File: src/hw/rtl/sac_pkg.sv
`timescale 1ns / 1ps
`default_nettype none
// ----------------------------------------------------------------------------
// sac_pkg
// Shared widths, operation codes and the cell control bundle for the sorted
// key array.
// ----------------------------------------------------------------------------
package sac_pkg;

  localparam int unsigned KEY_W         = 32;
  localparam int unsigned FUNC_W        = 3;
  localparam int unsigned CAP_W         = 5;
  localparam int unsigned POS_W         = 5;
  localparam int unsigned DEPTH_DEFAULT = 16;
  localparam logic [CAP_W-1:0] CAP_RESET = CAP_W'(16);

  localparam logic [FUNC_W-1:0] FUNC_INSERT  = FUNC_W'(0);
  localparam logic [FUNC_W-1:0] FUNC_DEL_ONE = FUNC_W'(1);
  localparam logic [FUNC_W-1:0] FUNC_DEL_ALL = FUNC_W'(2);
  localparam logic [FUNC_W-1:0] FUNC_FIND    = FUNC_W'(3);
  localparam logic [FUNC_W-1:0] FUNC_CLEAR   = FUNC_W'(4);

  // per-cycle command broadcast to every cell
  typedef struct packed {
    logic ins;  // open a slot at the lower bound, shift the keys at and above it up
    logic del;  // drop the key at the lower bound, shift the keys above it down
  } cell_ctrl_t;

endpackage
`default_nettype wire

File: src/hw/rtl/sac_cell.sv
`timescale 1ns / 1ps
`default_nettype none
// ----------------------------------------------------------------------------
// sac_cell
// One slot of the sorted chain: holds a key, compares it to the search key
// and moves data to or from its neighbors on insert and delete.
// ----------------------------------------------------------------------------
module sac_cell
  import sac_pkg::*;
(
  input  wire logic              clk_i,
  input  wire cell_ctrl_t        ctrl_i,
  input  wire logic              valid_i,     // slot lies below the fill count
  input  wire logic [KEY_W-1:0]  key_cmp_i,   // search key, also the key to insert
  input  wire logic              prev_lt_i,   // lower neighbor holds a smaller key
  input  wire logic [KEY_W-1:0]  prev_key_i,
  input  wire logic [KEY_W-1:0]  next_key_i,
  output logic      [KEY_W-1:0]  key_o,
  output logic                   lt_o,
  output logic                   eq_o
);

  logic [KEY_W-1:0] key_q;
  logic [KEY_W-1:0] key_d;

  assign lt_o  = valid_i && ($signed(key_q) < $signed(key_cmp_i));
  assign eq_o  = valid_i && (key_q == key_cmp_i);
  assign key_o = key_q;

  // cells below the lower bound never move
  always_comb begin
    key_d = key_q;
    if (ctrl_i.ins && !lt_o) begin
      key_d = prev_lt_i ? key_cmp_i : prev_key_i;
    end else if (ctrl_i.del && !lt_o) begin
      key_d = next_key_i;
    end
  end

  always_ff @(posedge clk_i) begin
    key_q <= key_d;
  end

endmodule
`default_nettype wire

File: src/hw/rtl/sorted_key_array_core.sv
`timescale 1ns / 1ps
`default_nettype none
// ----------------------------------------------------------------------------
// sorted_key_array_core
// Sorted array of signed keys (duplicates kept) built as a chain of
// compare-and-shift cells: insert, delete one, delete all, find, clear.
// ----------------------------------------------------------------------------
//  channel | handshake                | payload
//  --------+--------------------------+--------------------------------------
//  in      | in_valid_i / in_ready_o  | func_i, key_i
//  out     | out_valid_o / out_ready_i| position_o, found_o, insert_point_o,
//          |                          | occupancy_o
//  cfg     | cfg_we_i                 | cfg_data_i (capacity)
//
// An item is accepted in S_IDLE, then in S_RUN every cell compares in parallel
// and the chain shifts. Delete-all then removes the other copies, one per cycle,
// in S_SWEEP. One item is in work at a time.
// The result register frees the input side: a new item is taken while a
// result waits; the item then holds in its compare cycle until out frees.
// Reset empties the array at once; no clearing pass.
// ----------------------------------------------------------------------------
module sorted_key_array_core
  import sac_pkg::*;
#(
  parameter int unsigned DEPTH = DEPTH_DEFAULT
)(
  input  wire logic              clk_i,
  input  wire logic              rst_ni,
  input  wire logic              cfg_we_i,
  input  wire logic [CAP_W-1:0]  cfg_data_i,
  input  wire logic              in_valid_i,
  output logic                   in_ready_o,
  input  wire logic [FUNC_W-1:0] func_i,
  input  wire logic [KEY_W-1:0]  key_i,
  output logic                   out_valid_o,
  input  wire logic              out_ready_i,
  output logic      [POS_W-1:0]  position_o,
  output logic                   found_o,
  output logic      [POS_W-1:0]  insert_point_o,
  output logic      [POS_W-1:0]  occupancy_o
);

  localparam int unsigned CW   = $clog2(DEPTH + 1);
  localparam int unsigned CMPW = (CW > CAP_W) ? CW : CAP_W;
  localparam logic [CW-1:0] DEPTH_C = CW'(DEPTH);

  typedef enum logic [1:0] {
    S_IDLE,
    S_RUN,
    S_SWEEP
  } state_e;

  state_e            state_q;
  logic [CAP_W-1:0]  cap_q;
  logic [CW-1:0]     fill_q;
  logic [CW-1:0]     fill_d;
  logic [FUNC_W-1:0] func_q;
  logic [KEY_W-1:0]  key_q;

  logic              out_valid_q;
  logic [POS_W-1:0]  pos_q;
  logic              found_q;
  logic [POS_W-1:0]  ip_q;
  logic [POS_W-1:0]  occ_q;

  cell_ctrl_t        ctrl;
  logic [DEPTH-1:0]  lt;
  logic [DEPTH-1:0]  eq;
  logic [KEY_W-1:0]  cell_key [DEPTH];
  logic [DEPTH:0]    bound_hot;
  logic [CW-1:0]     lb;
  logic [CMPW-1:0]   lb_ext;
  logic [CMPW-1:0]   fill_ext;
  logic [CMPW-1:0]   fill_d_ext;
  logic              any_eq;
  logic              can_ins;
  logic              slot_free;
  logic              run_go;
  logic              sweep_go;
  logic              is_del;
  logic              res_done;
  logic [POS_W-1:0]  pos_run;

  // ---- cell chain ----
  for (genvar i = 0; i < DEPTH; i++) begin : g_cell
    sac_cell u_cell (
      .clk_i      (clk_i),
      .ctrl_i     (ctrl),
      .valid_i    (CW'(i) < fill_q),
      .key_cmp_i  (key_q),
      .prev_lt_i  ((i == 0) ? 1'b1 : lt[(i == 0) ? 0 : i - 1]),
      .prev_key_i (cell_key[(i == 0) ? 0 : i - 1]),
      .next_key_i (cell_key[(i == DEPTH - 1) ? i : i + 1]),
      .key_o      (cell_key[i]),
      .lt_o       (lt[i]),
      .eq_o       (eq[i])
    );
  end

  // lt is a thermometer code; its edge is the lower bound
  assign bound_hot = {lt, 1'b1} & ~{1'b0, lt};

  always_comb begin
    lb = '0;
    for (int i = 0; i <= DEPTH; i++) begin
      if (bound_hot[i]) begin
        lb = lb | CW'(i);
      end
    end
  end

  assign any_eq     = |eq;
  assign lb_ext     = CMPW'(lb);
  assign fill_ext   = CMPW'(fill_q);
  assign fill_d_ext = CMPW'(fill_d);
  assign can_ins    = (fill_ext < CMPW'(cap_q)) && (fill_q < DEPTH_C);
  assign slot_free  = !out_valid_q || out_ready_i;
  assign run_go     = (state_q == S_RUN) && slot_free;
  assign sweep_go   = (state_q == S_SWEEP);
  assign is_del     = (func_q == FUNC_DEL_ONE) || (func_q == FUNC_DEL_ALL);
  // the item's result is ready to load this cycle
  assign res_done   = (run_go && !((func_q == FUNC_DEL_ALL) && any_eq)) ||
                      (sweep_go && !any_eq);

  assign ctrl.ins = run_go && (func_q == FUNC_INSERT) && can_ins;
  assign ctrl.del = ((run_go && is_del) || sweep_go) && any_eq;

  always_comb begin
    fill_d = fill_q;
    if (ctrl.ins) begin
      fill_d = fill_q + CW'(1);
    end else if (ctrl.del) begin
      fill_d = fill_q - CW'(1);
    end else if (run_go && (func_q == FUNC_CLEAR)) begin
      fill_d = '0;
    end
  end

  always_comb begin
    case (func_q)
      FUNC_INSERT: pos_run = can_ins ? lb_ext[POS_W-1:0] : '1;
      FUNC_CLEAR:  pos_run = '1;
      default:     pos_run = any_eq ? lb_ext[POS_W-1:0] : '1;
    endcase
  end

  // ---- control, state and result register ----
  always_ff @(posedge clk_i or negedge rst_ni) begin
    if (!rst_ni) begin
      state_q     <= S_IDLE;
      cap_q       <= CAP_RESET;
      fill_q      <= '0;
      func_q      <= '0;
      key_q       <= '0;
      out_valid_q <= 1'b0;
      pos_q       <= '0;
      found_q     <= 1'b0;
      ip_q        <= '0;
      occ_q       <= '0;
    end else begin
      if (cfg_we_i) begin
        cap_q <= cfg_data_i;
      end
      fill_q <= fill_d;
      if (res_done) begin
        out_valid_q <= 1'b1;
      end else if (out_valid_q && out_ready_i) begin
        out_valid_q <= 1'b0;
      end
      case (state_q)
        S_IDLE: begin
          if (in_valid_i) begin
            func_q  <= func_i;
            key_q   <= key_i;
            state_q <= S_RUN;
          end
        end
        S_RUN: begin
          if (slot_free) begin
            pos_q   <= pos_run;
            found_q <= any_eq;
            ip_q    <= lb_ext[POS_W-1:0];
            if ((func_q == FUNC_DEL_ALL) && any_eq) begin
              state_q <= S_SWEEP;
            end else begin
              occ_q       <= fill_d_ext[POS_W-1:0];
              state_q     <= S_IDLE;
            end
          end
        end
        S_SWEEP: begin
          // the rest of the run sits at the same lower bound
          if (!any_eq) begin
            occ_q       <= fill_ext[POS_W-1:0];
            state_q     <= S_IDLE;
          end
        end
        default: state_q <= S_IDLE;
      endcase
    end
  end

  assign in_ready_o     = (state_q == S_IDLE);
  assign out_valid_o    = out_valid_q;
  assign position_o     = pos_q;
  assign found_o        = found_q;
  assign insert_point_o = ip_q;
  assign occupancy_o    = occ_q;

  // ---- checks ----
  a_fill_bound: assert property (@(posedge clk_i) disable iff (!rst_ni)
    fill_q <= DEPTH_C)
    else $error("fill count above depth");

  a_sweep_del_all: assert property (@(posedge clk_i) disable iff (!rst_ni)
    (state_q == S_SWEEP) |-> (func_q == FUNC_DEL_ALL))
    else $error("sweep outside delete-all");

  a_ins_grows: assert property (@(posedge clk_i) disable iff (!rst_ni)
    ctrl.ins |=> (fill_q == $past(fill_q) + CW'(1)))
    else $error("insert did not grow fill count");

  a_result_src: assert property (@(posedge clk_i) disable iff (!rst_ni)
    $rose(out_valid_q) |-> ($past(state_q) != S_IDLE))
    else $error("result raised without an item in work");

  a_no_shift_idle: assert property (@(posedge clk_i) disable iff (!rst_ni)
    (state_q == S_IDLE) |-> (!ctrl.ins && !ctrl.del))
    else $error("chain moved while idle");

endmodule
`default_nettype wire
File: config.mk
export PLATFORM = sky130hd
export DESIGN_NAME = sorted_key_array_core
export DESIGN_NICKNAME = d
export VERILOG_FILES = /design/src/hw/rtl/sac_pkg.sv /design/src/hw/rtl/sac_cell.sv /design/src/hw/rtl/sorted_key_array_core.sv
export SDC_FILE = /design/constraint.sdc
export NUM_CORES = 2
export LEC_CHECK = 0
export ABC_CLOCK_PERIOD_IN_PS = 6600
export BUFFER_PORTS_ARGS = -buffer_cell sky130_fd_sc_hd__buf_2
export CORE_MARGIN = 8
export CORE_UTILIZATION = 30
export CTS_CLUSTER_DIAMETER = 150
export CTS_CLUSTER_SIZE = 20
export DETAILED_ROUTE_END_ITERATION = 10
export GPL_TIMING_DRIVEN = 0
export SLEW_MARGIN = 20
export SYNTH_ARGS = -nofsm -noshare
export SYNTH_HDL_FRONTEND = slang
export SYNTH_SLANG_ARGS = --single-unit
File: constraint.sdc
create_clock -name clk_i -period 6.6 [get_ports clk_i]
set_clock_uncertainty 0.2 [all_clocks]
set_input_delay 0.33 -clock clk_i [delete_from_list [all_inputs] [get_ports clk_i]]
set_output_delay 0.33 -clock clk_i [all_outputs]
set_load 0.05 [all_outputs]
==> flow_metrics.tcl <==
set metrics [dict create \
    status "complete, no violations" \
    worst-endpoint-arrival_ns 6.05 \
    synth_largest_area_cell "edfxtp_1" \
    cts_sinks 576 \
    post_synth_instance_area_sq_um 40300 \
    critical_path_s_top_delay_family "simple AND/OR/NAND/NOR gates" \
    maxSlewViolCount 0 \
    cts_buffer_depth 3 \
    number_of_warnings_printed_during_yosys_synthesis 0 \
    tightestPinTransition_ns 1.19 \
    regToRegStartpoint "key_q[31]" \
    postSynthNetCount 4586 \
    io_buffers 61 \
    max_cap_violations 0 \
    finalWirelength_um 132000 \
    netlist_top_cells_count "614 x a21oi_1, 519 x ha_1, 512 x edfxtp_1" \
    post_synth_inst_count 4022 \
    grt_pass1_vias 31800 \
    end_kind "flip-flop" \
    gp_congestion 0.993 \
    fin_hold_ws_ns 0.101 \
    initial_utilization 0.302 \
    maximum_number_of_pins_on_one_net_before_global_route_repair 41 \
    post-synth-top-area-fraction 0.382 \
    clock_tree.htree_level_count 2 \
    hold_class "in -> async" \
    drive_gt1_frac 0.0814 \
    initial_drt_markers 2759 \
    routedWlPerCell_um 22.0 \
    post_cts_resize_count 0 \
    die_x_um 382 \
    final_critical_path_required_period_ns 5.93 \
    worst_path_largest_cell_delay_ns 0.97 \
    period_share 0.898 \
    clock_tree.root_cell "clkbuf_16" \
    timing.fmax_mhz 169 \
    worstSetupPathType "reg -> reg" \
    p_leak_uw 0.0171 \
    drt.antenna.violating_nets 0 \
    path_clk_slew_ns 0.09 \
    power-per-cell-area_nw_per_um2 282 \
    area_delta_synth_final_pct 11.5 \
    vdd_drop_max_mv 0.217 \
    route.vias.total 32100 \
    count_of_flip_flops_with_a_built_in_enable_after_synthesis 512 \
    insertion_delay_ns 0.61 \
    fin_util 0.337 \
    final-hold-violation-count 0 \
    synth_most_common_cell "a21oi_1" \
    ioPinCount 63 \
    syn_avg_cell_area_sq_um 10.0 \
    drt_pre_antenna_iters 7 \
    track_usage 0.172 \
    grt_first_pass_wirelength_um 195000 \
    final-setup-viol-count 0 \
    required_arrival_time_at_the_worst_endpoint_ns 6.72 \
    maxSlewHeadroom 0.194 \
    synthDistinctLibCells 83 \
    clock_tree_from_tritoncts "done" \
    synth_seq_cells 576 \
    hpwl_um 109000 \
    worstSetupStartpointType "flip-flop" \
    crit_path_top_delay_cell "nor4_1" \
    number_of_buffers_inserted_for_hold_repair_after_clock_tree_synthesis 52 \
    core-area_sq_um 133000 \
    crit_path_cell_trace "inv_1, ha_1, nand4_1, nor4_1, nand4b_1, o2111ai_1, nor4_4, o21a_1, buf_2, buf_2, nor2_4, buf_16" \
    timing.critical_path.mode_cell "buf_2" \
    finish.net_count 4752 \
    grt_overflow_total 0 \
    routed_via_density 5.37 \
    cts_made_buffers 35 \
    post-cts-setup-buffers 0 \
    std_cell_rows 134 \
    rsz0062_at_grt "no" \
    worstPathMaxFanout 21 \
    diodes_inserted 0 \
    register_area_share_after_synthesis 0.422 \
    ys_dominant_reg_cell "edfxtp_1" \
    route.detailed.drc 0 \
    chipHeight_um 382 \
    antenna_found_initial 1 \
    crit_start "key_q[31]" \
    synth_area_leaders "edfxtp_1 38%, ha_1 16%, mux2i_1 8.2%" \
    setup_tns_ns 0 \
    critical_path.n_buffers_inverters 4 \
    nFillCells 13600 \
    asyncSetResetFlopFracSynth 0.111 \
    die-area_sq_um 146000 \
]
## registers in the layout, indices dropped and copies added (netlist names)
name,cells
g_cell.u_cell.key_o,512
key_q,32
cap_q,5
fill_ext,5
insert_point_o,5
occupancy_o,5
position_o,5
func_q,3
state_q,2
found_o,1
out_valid_o,1
## layout by cell type, fill, tap and decap left out, types with 15 or more instances in the layout
cell / count
o211ai_1: 25
inv_1: 76
clkbuf_16: 37
nand4_1: 111
nor2_4: 20
ha_1: 519
nor2_1: 490
buf_2: 163
nor4_1: 20
o21ai_0: 278
edfxtp_1: 512
dfrtp_1: 63
mux2i_1: 331
a211oi_1: 21
buf_16: 15
clkbuf_1: 113
nand2b_1: 16
a21oi_1: 614
mux2_2: 58
a31oi_1: 17
dlygate4sd3_1: 52
nand3_1: 64
mux2_1: 19
nor3_1: 34
a21o_1: 59
nand2_1: 262
nor2b_1: 25
## routing by layer
metal / track usage / up-vias / share of wire
met2: 0.284 / 940 / 0.46
met4: 0.0774 / 0 / 0.049
li1: - / 15400 / -
met1: 0.222 / 15500 / 0.43
met5: 0 / - / 0
met3: 0.0291 / 231 / 0.063
## power breakdown
group | switching, uW | leakage (uW) | internal (uW) | total [uW]
Clock | 1330 | 0.000494 | 1070 | 2400
Combinational | 3680 | 0.0112 | 1900 | 5580
Sequential | 306 | 0.00539 | 4360 | 4670
Total | 5320 | 0.0171 | 7330 | 12600
## area by class of cell
type | count | area [sq um] | share of cell area
timing repair buffer | 129 | 1260 | 0.0281
multi-input combinational | 3155 | 22100 | 0.493
sequential | 576 | 17000 | 0.378
tap | 1768 | 2210 | 0.0493
inverter | 77 | 289 | 0.00644
buffer | 214 | 1000 | 0.0223
clock inverter | 2 | 27.5 | 0.000613
clock buffer | 61 | 1020 | 0.0226
## logic make-up after synthesis
logic type | after synthesis | share of synthesized area
AOI/OAI and AO/OA | 1116 | 0.155
xor gates and xnor gates | 2 | 0.000435
adders and majority gates | 519 | 0.161
buffers and inverters | 291 | 0.0320
DFF | 576 | 0.422
muxes | 409 | 0.104
and+or+nand+nor | 1109 | 0.125
## final timing paths
path | endpoint | slack (ns) | cells after the start
setup reg to reg | g_cell[1].u_cell.key_o[27] | 0.67 | 12
min in group clk_i | key_q[4] | 0.29 | 4
setup / recovery | g_cell[1].u_cell.key_o[27] | 0.67 | 12
hold / removal | key_q[27] | 0.10 | 2
hold reg to reg | position_o[4] | 0.31 | 1
max in group asynchronous | cap_q[4] | 5.40 | 3
## stage by stage
| step | total power (uW) | instance area (sq um) | instances | setup slack [ns] |
|---|---|---|---|---|
| final | 12600 | 44900 | 5982 | 0.670 |
| after global routing | 13300 | 44900 | 5982 | 0.594 |
| after CTS | 12600 | 44900 | 5982 | 0.603 |
| after detailed placement | 10200 | 43300 | 5867 | 0.595 |
| after global placement | 9970 | 42800 | 5851 | -0.448 |
| after floorplan | 8310 | 40300 | 4022 | 1.88 |
Power figures use the tool's default switching activity.
